`src/lcdnw_pkg.sv`:
```
package lcdnw_pkg;

  localparam int VALUE_WIDTH = 16;
  localparam int MAX_DIGITS  = 16;

  localparam int DIG_W = 4 * MAX_DIGITS;
  localparam int IDX_W = (MAX_DIGITS > 1) ? $clog2(MAX_DIGITS) : 1;
  localparam int CNT_W = $clog2(MAX_DIGITS + 1);
  localparam int BIT_W = $clog2(VALUE_WIDTH);

  localparam logic [2:0] OP_CHAR     = 3'd0;
  localparam logic [2:0] OP_UDEC     = 3'd1;
  localparam logic [2:0] OP_SDEC     = 3'd2;
  localparam logic [2:0] OP_HEX      = 3'd3;
  localparam logic [2:0] OP_BIN      = 3'd4;

  localparam logic [7:0] CMD_SET_CURSOR = 8'h80;
  localparam logic [7:0] ROW2_OFFSET    = 8'h40;
  localparam logic [7:0] COL_ADJUST     = 8'hFF;
  localparam logic [7:0] ASCII_ZERO     = 8'h30;
  localparam logic [7:0] ASCII_A        = 8'h41;
  localparam logic [7:0] ASCII_PLUS     = 8'h2B;
  localparam logic [7:0] ASCII_MINUS    = 8'h2D;

  typedef struct packed {
    logic load;
    logic load_hex;
    logic load_bin;
    logic step;
  } digit_ctrl_t;

endpackage

```
`src/lcdnw_digits.sv`:
```
module lcdnw_digits (
  input  logic                                 clk,
  input  lcdnw_pkg::digit_ctrl_t               ctrl,
  input  logic [lcdnw_pkg::VALUE_WIDTH-1:0]    load_value,
  input  logic [lcdnw_pkg::IDX_W-1:0]          idx,
  output logic [7:0]                           ascii
);

  localparam int VW = lcdnw_pkg::VALUE_WIDTH;
  localparam int DW = lcdnw_pkg::DIG_W;
  localparam int ND = lcdnw_pkg::MAX_DIGITS;

  logic [VW-1:0]    mag_r;
  logic [VW-1:0]    mag_nxt;
  logic [DW-1:0]    dig_r;
  logic [DW-1:0]    dig_nxt;
  logic [DW-1:0]    adj;
  logic [DW-1:0]    load_dig;
  logic [DW+VW-1:0] vwide;
  logic [3:0]       d;

  assign vwide = {{DW{1'b0}}, load_value};

  // Hex and binary digits come straight from the value bits; decimal starts from zero.
  always_comb begin
    load_dig = '0;
    for (int k = 0; k < ND; k++) begin
      if (ctrl.load_hex) begin
        load_dig[4*k +: 4] = vwide[4*k +: 4];
      end else if (ctrl.load_bin) begin
        load_dig[4*k +: 4] = {3'b000, vwide[k]};
      end
    end
  end

  // One double-dabble step: correct every BCD digit, then shift in the next value bit.
  always_comb begin
    for (int k = 0; k < ND; k++) begin
      if (dig_r[4*k +: 4] >= 4'd5) begin
        adj[4*k +: 4] = dig_r[4*k +: 4] + 4'd3;
      end else begin
        adj[4*k +: 4] = dig_r[4*k +: 4];
      end
    end
  end

  always_comb begin
    mag_nxt = mag_r;
    dig_nxt = dig_r;
    if (ctrl.load) begin
      mag_nxt = load_value;
      dig_nxt = load_dig;
    end else if (ctrl.step) begin
      mag_nxt = {mag_r[VW-2:0], 1'b0};
      dig_nxt = {adj[DW-2:0], mag_r[VW-1]};
    end
  end

  always_ff @(posedge clk) begin
    mag_r <= mag_nxt;
    dig_r <= dig_nxt;
  end

  assign d = dig_r[idx*4 +: 4];

  always_comb begin
    if (d < 4'd10) begin
      ascii = lcdnw_pkg::ASCII_ZERO + {4'b0000, d};
    end else begin
      ascii = lcdnw_pkg::ASCII_A + {4'b0000, d} - 8'd10;
    end
  end

endmodule

```
`src/char_lcd_number_writer.sv`:
```
// Character LCD number writer. A request is taken on a clock edge where start is high and
// busy is low; it yields an optional set-cursor command and then the character writes, each
// on the out_ ports for exactly one cycle under out_valid, with out_last on the final one.
// The receiver cannot stall, so every write must be taken in the cycle it appears. Decimal
// modes convert the value with a bit-serial double-dabble register, one value bit per cycle.
// A request yields at most 18 writes, which follow one per cycle. After the last conversion
// cycle the first write passes through the state register and then the output registers,
// and the final one is on the ports in the first cycle with busy low again. Opcodes above
// four are not taken, so busy stays low and nothing is produced.
module char_lcd_number_writer (
  input  logic        clk,
  input  logic        rst_n,
  input  logic        start,
  output logic        busy,
  input  logic [2:0]  in_opcode,
  input  logic [1:0]  in_row,
  input  logic [5:0]  in_col,
  input  logic [15:0] in_value,
  input  logic [4:0]  in_digit_count,
  output logic        out_valid,
  output logic        out_is_data,
  output logic [7:0]  out_bus_byte,
  output logic        out_last
);

  localparam int VW = lcdnw_pkg::VALUE_WIDTH;
  localparam int CW = lcdnw_pkg::CNT_W;
  localparam int IW = lcdnw_pkg::IDX_W;
  localparam int BW = lcdnw_pkg::BIT_W;

  localparam logic [2:0] S_IDLE   = 3'd0;
  localparam logic [2:0] S_CONV   = 3'd1;
  localparam logic [2:0] S_CURSOR = 3'd2;
  localparam logic [2:0] S_SIGN   = 3'd3;
  localparam logic [2:0] S_DIGITS = 3'd4;

  logic [2:0]    state_r, state_nxt;
  logic [2:0]    op_r, op_nxt;
  logic          has_cur_r, has_cur_nxt;
  logic [7:0]    cur_byte_r, cur_byte_nxt;
  logic          neg_r, neg_nxt;
  logic [7:0]    char_r, char_nxt;
  logic [CW-1:0] cnt_r, cnt_nxt;
  logic [IW-1:0] idx_r, idx_nxt;
  logic [BW-1:0] bit_r, bit_nxt;

  logic          out_valid_r, out_valid_nxt;
  logic          out_is_data_r, out_is_data_nxt;
  logic [7:0]    out_byte_r, out_byte_nxt;
  logic          out_last_r, out_last_nxt;

  logic             accept;
  logic [VW+15:0]   vwide;
  logic [VW-1:0]    v_ext;
  logic [VW-1:0]    mag;
  logic             neg;
  logic [CW-1:0]    cnt_sat;
  logic             has_sign;
  logic             has_dig;
  logic             is_dec;
  logic [2:0]       first_state;
  logic [2:0]       after_cursor;
  logic [7:0]       sign_byte;
  logic [7:0]       digit_ascii;
  lcdnw_pkg::digit_ctrl_t dctrl;

  assign busy   = (state_r != S_IDLE);
  assign accept = start && !busy && (in_opcode <= lcdnw_pkg::OP_BIN);

  assign vwide = {{VW{1'b0}}, in_value};
  assign v_ext = vwide[VW-1:0];
  assign neg   = (in_opcode == lcdnw_pkg::OP_SDEC) && v_ext[VW-1];
  assign mag   = neg ? (~v_ext + {{(VW-1){1'b0}}, 1'b1}) : v_ext;

  always_comb begin
    if (int'(in_digit_count) > lcdnw_pkg::MAX_DIGITS) begin
      cnt_sat = CW'(lcdnw_pkg::MAX_DIGITS);
    end else begin
      cnt_sat = CW'(in_digit_count);
    end
  end

  assign dctrl.load     = accept;
  assign dctrl.load_hex = (in_opcode == lcdnw_pkg::OP_HEX);
  assign dctrl.load_bin = (in_opcode == lcdnw_pkg::OP_BIN);
  assign dctrl.step     = (state_r == S_CONV) && is_dec;

  lcdnw_digits u_digits (
    .clk        (clk),
    .ctrl       (dctrl),
    .load_value (mag),
    .idx        (idx_r),
    .ascii      (digit_ascii)
  );

  assign is_dec   = (op_r == lcdnw_pkg::OP_UDEC) || (op_r == lcdnw_pkg::OP_SDEC);
  assign has_sign = (op_r == lcdnw_pkg::OP_CHAR) || (op_r == lcdnw_pkg::OP_SDEC);
  assign has_dig  = (op_r != lcdnw_pkg::OP_CHAR) && (cnt_r != '0);

  always_comb begin
    if (op_r == lcdnw_pkg::OP_CHAR) begin
      sign_byte = char_r;
    end else if (neg_r) begin
      sign_byte = lcdnw_pkg::ASCII_MINUS;
    end else begin
      sign_byte = lcdnw_pkg::ASCII_PLUS;
    end
  end

  always_comb begin
    if (has_sign) begin
      after_cursor = S_SIGN;
    end else if (has_dig) begin
      after_cursor = S_DIGITS;
    end else begin
      after_cursor = S_IDLE;
    end
    first_state = has_cur_r ? S_CURSOR : after_cursor;
  end

  always_comb begin
    state_nxt       = state_r;
    op_nxt          = op_r;
    has_cur_nxt     = has_cur_r;
    cur_byte_nxt    = cur_byte_r;
    neg_nxt         = neg_r;
    char_nxt        = char_r;
    cnt_nxt         = cnt_r;
    idx_nxt         = idx_r;
    bit_nxt         = bit_r;
    out_valid_nxt   = 1'b0;
    out_is_data_nxt = 1'b1;
    out_byte_nxt    = digit_ascii;
    out_last_nxt    = 1'b0;
    case (state_r)
      S_IDLE: begin
        if (accept) begin
          state_nxt    = S_CONV;
          op_nxt       = in_opcode;
          has_cur_nxt  = (in_row == 2'd1) || (in_row == 2'd2);
          cur_byte_nxt = lcdnw_pkg::CMD_SET_CURSOR |
                         ({2'b00, in_col} + lcdnw_pkg::COL_ADJUST +
                          ((in_row == 2'd2) ? lcdnw_pkg::ROW2_OFFSET : 8'h00));
          neg_nxt      = neg;
          char_nxt     = in_value[7:0];
          cnt_nxt      = cnt_sat;
          idx_nxt      = IW'(cnt_sat - CW'(1));
          bit_nxt      = BW'(VW - 1);
        end
      end
      S_CONV: begin
        if (!is_dec || (bit_r == '0)) begin
          state_nxt = first_state;
        end else begin
          bit_nxt = bit_r - BW'(1);
        end
      end
      S_CURSOR: begin
        out_valid_nxt   = 1'b1;
        out_is_data_nxt = 1'b0;
        out_byte_nxt    = cur_byte_r;
        out_last_nxt    = (after_cursor == S_IDLE);
        state_nxt       = after_cursor;
      end
      S_SIGN: begin
        out_valid_nxt = 1'b1;
        out_byte_nxt  = sign_byte;
        out_last_nxt  = !has_dig;
        state_nxt     = has_dig ? S_DIGITS : S_IDLE;
      end
      S_DIGITS: begin
        out_valid_nxt = 1'b1;
        out_byte_nxt  = digit_ascii;
        out_last_nxt  = (idx_r == '0);
        if (idx_r == '0) begin
          state_nxt = S_IDLE;
        end else begin
          idx_nxt = idx_r - IW'(1);
        end
      end
      default: begin
        state_nxt = S_IDLE;
      end
    endcase
  end

  always_ff @(posedge clk) begin
    if (!rst_n) begin
      state_r     <= S_IDLE;
      out_valid_r <= 1'b0;
    end else begin
      state_r     <= state_nxt;
      out_valid_r <= out_valid_nxt;
    end
  end

  always_ff @(posedge clk) begin
    op_r          <= op_nxt;
    has_cur_r     <= has_cur_nxt;
    cur_byte_r    <= cur_byte_nxt;
    neg_r         <= neg_nxt;
    char_r        <= char_nxt;
    cnt_r         <= cnt_nxt;
    idx_r         <= idx_nxt;
    bit_r         <= bit_nxt;
    out_is_data_r <= out_is_data_nxt;
    out_byte_r    <= out_byte_nxt;
    out_last_r    <= out_last_nxt;
  end

  assign out_valid    = out_valid_r;
  assign out_is_data  = out_is_data_r;
  assign out_bus_byte = out_byte_r;
  assign out_last     = out_last_r;

  // The writes of one request arrive in consecutive cycles.
  a_burst_unbroken: assert property (@(posedge clk) disable iff (!rst_n)
    out_valid && !out_last |=> out_valid)
    else $error("transfer burst broken before last");

  // A final write is never directly followed by another one.
  a_gap_after_last: assert property (@(posedge clk) disable iff (!rst_n)
    out_valid && out_last |=> !out_valid)
    else $error("transfer directly after last");

  // An accepted request always passes through the conversion state before its first write.
  a_no_write_after_accept: assert property (@(posedge clk) disable iff (!rst_n)
    start && !busy |=> !out_valid)
    else $error("transfer in the cycle after accept");

  // Every write comes from a cycle in which the block was busy.
  a_write_from_busy: assert property (@(posedge clk) disable iff (!rst_n)
    out_valid && $past(rst_n) |-> $past(busy))
    else $error("transfer without a request in progress");

endmodule
```
`config.mk`:
```
export PLATFORM = sky130hd
export DESIGN_NAME = char_lcd_number_writer
export DESIGN_NICKNAME = d
export VERILOG_FILES = /design/src/lcdnw_pkg.sv /design/src/lcdnw_digits.sv /design/src/char_lcd_number_writer.sv
export SDC_FILE = /design/constraint.sdc
export NUM_CORES = 1
export LEC_CHECK = 0
export ABC_AREA = 0
export BUFFER_PORTS_ARGS = -buffer_cell sky130_fd_sc_hd__buf_2
export CAP_MARGIN = 20
export CORE_MARGIN = 4
export CORE_UTILIZATION = 45
export CTS_CLUSTER_DIAMETER = 150
export DETAILED_ROUTE_END_ITERATION = 10
export HOLD_SLACK_MARGIN = 0.06
export PLACE_DENSITY = 0.71
export SETUP_SLACK_MARGIN = 0.3
export SYNTH_ARGS = -nofsm -noshare
export SYNTH_HDL_FRONTEND = slang
export SYNTH_SLANG_ARGS = --single-unit
```
`constraint.sdc`:
```
create_clock -name clk -period 9.2 [get_ports clk]
set_input_delay 0.46 -clock clk [delete_from_list [all_inputs] [get_ports clk]]
set_output_delay 0.46 -clock clk [all_outputs]
set_load 0.005 [all_outputs]
```
==> flow_summary.ini <==
[run_status]
status = completed

[cts]
post_cts_resized = 0
cts_buffers = 17
cts_root_buf = clkbuf_16
htree_levels = 4
hold_buffers = 0
tritoncts = yes
path_clk_slew_ns = 0.06
cts_setup_buffers = 0
cts_sinks = 127
ctsLongestPathBuffers = 2
clk-insertion-delay-late_ns = 0.42

[timing]
tns_ns = 0
hold_viol = 0
fin_crit_ns = 3.121
final_max_slew_viol_count = 0
finalCritPeriodShare_pct = 33.92
rsz0062_at_grt = no
tightest_slew_ns = 0.8850
finalClockSkew_ns = 0.01189
max_slew_margin_pct = 41.00
max_freq_mhz = 320.4
setup_viol = 0

[synthesis]
synth_top_cell_area_share_pct = 45.64
synth_most_common_cell = edfxtp_1
async_reset_ff_share_pct = 0
synth_area_leader_cell = edfxtp_1
synthCells = 726
ys_seq_area_share_pct = 49.41
syn_area_sq_mm = 0.007435
synthTopCellsByArea = edfxtp_1 (46%), ha_1 (6.4%), a21oi_1 (5.3%)
synth_cell_types = 55
synth_area_per_cell_sq_um = 10.24
synth_nets = 799
synth_seq_cells = 127
synthFlopType = edfxtp_1
synth_edf_count = 113
yosys_warnings = 0
synth_common_cells = edfxtp_1 (113), a21oi_1 (78), nand2_1 (77), nor2_1 (74), inv_1 (52)

[floorplanning]
chipWidth_um = 136.5
core_area_sq_mm = 0.01606
start_util_pct = 46.30
row_count = 46
dieHeight_um = 136.5
io_pins = 47
fp.dieArea_sq_mm = 0.01864

[detailed_routing]
avgRoutedWirePerCell_um = 17.39
drt_iter0_drc = 407
ant_nets = 0
drc = 0
viasPerCell = 5.649
dr.pass1.iters = 7
vias = 5655
drt_wl_total_um = 17410

[critical_path]
critPathMaxFanout = 53
required_ns = 9.25
end_kind = register
worst_ep_arrival_time_ns = 3.17
critPathLaunchType = register
worst-setup-path-type = register to register

[placed_design]
io_buffers = 46
place_hpwl_um = 12560
placed_cell_area_sq_mm = 0.007866
gp_congestion = 0.8230

[global_route]
grt_pass1_vias = 5365
grt_pass1_wl_um = 28200
grt.total_usage_pct = 19.72
grt_overflow = 0
grt_max_degree = 81
antenna_found_initial = 0

[finish]
area_growth_pct = 14.27
nets = 845
drive_gt1_share_pct = 13.12
final_util_pct = 52.91
antennaDiodeCount = 0
design_area_sq_mm = 0.008496

[power_and_ir_drop]
vdd_drop_max_mv = 0.1472
power.leakage_uw = 0.003287
cellPowerDensity_mw_per_mm2 = 241.4

[run]
maxCapViolCount = 0

[hold_path]
hold_class = input port to register
[flip-flops by register name, indices dropped and copies added (netlist names)]
register / flops
u_digits.mag_r: 16
cnt_r: 5
op_r: 3
bit_r: 4
u_digits.dig_r: 64
out_is_data: 1
has_cur_r: 1
char_r: 8
cur_byte_r: 7
idx_r: 4
neg_r: 1
state_r: 3
out_valid: 1
out_bus_byte: 8
out_last: 1
[metal layers]
metal  up-vias  track usage (%)  part of all wire (%)
li1       2707                -                     -
met1      2729            27.48                    45
met2       194            30.12                    46
met3        25            4.926                   7.1
met4         0            6.831                   1.8
met5         -                0                     0
[worst max-delay path, stage by stage, from the launching register on]
cell     delay (ns)
dfxtp_1        0.65
inv_1          0.22
nor3_1         0.60
nand2_1        0.23
nand2_4        0.38
buf_4          0.64
[final timing paths]
check	from	to	slack (ns)	depth (start not counted)
min reg2reg	u_digits.mag_r[13]	u_digits.mag_r[14]	0.51	2
min	in_value[5]	char_r[5]	0.28	1
max	state_r[0]	u_digits.dig_r[31]	6.08	5
max reg2reg	state_r[0]	u_digits.dig_r[31]	6.08	5
[layout make-up]
type	count	area [sq um]
Fill cell	1409	7562
Sequential cell	127	3674
Multi-Input combinational cell	521	3460
Clock buffer	21	450.4
Timing Repair Buffer	51	275.3
Tap cell	216	270.3
Inverter	54	202.7
Clock inverter	11	163.9
[cells by family after synthesis]
kind of cell | Yosys count | share of synthesized area (%)
xor gates and xnor gates | 38 | 4.477
and+or+nand+nor | 248 | 16.06
DFF | 127 | 49.41
adders and majority gates | 38 | 6.395
buffers and inverters | 78 | 4.157
muxes | 25 | 6.109
AOI/OAI and AO/OA | 172 | 13.40
[through the flow]
step	setup WS [ns]	hold WS (ns)	total power [uW]	cells
after floorplan	5.771	0.4889	1200	726
after global placement	6.186	0.4965	1336	968
after detailed placement	6.098	0.5073	1348	968
after CTS	6.091	0.2668	2055	1000
after global routing	5.740	0.2664	2162	1001
final	6.079	0.2751	2051	1001
[layout by cell type (no fill, tap or decap), drive strengths merged, types with 5 or more instances in the layout]
master / instances
a21o: 5
a21oi: 78
buf: 51
clkbuf: 21
clkinv: 5
dfxtp: 14
edfxtp: 113
ha: 38
inv: 54
mux2: 5
mux2i: 6
mux4: 14
nand2: 77
nand2b: 20
nand3: 8
nand3b: 5
nor2: 74
nor2b: 11
nor3: 13
nor3b: 18
o21ai: 42
o22ai: 15
or3: 5
xnor2: 30
xor2: 8
[report_power, final]
part / leakage (uW) / internal (uW) / switching (uW) / total (uW)
clock network: 0.000297 / 459 / 250 / 709
logic: 0.00180 / 210 / 268 / 478
registers: 0.00119 / 768 / 95.4 / 864
total: 0.00329 / 1440 / 613 / 2050
No activity file was read; power rests on OpenSTA's default activity.
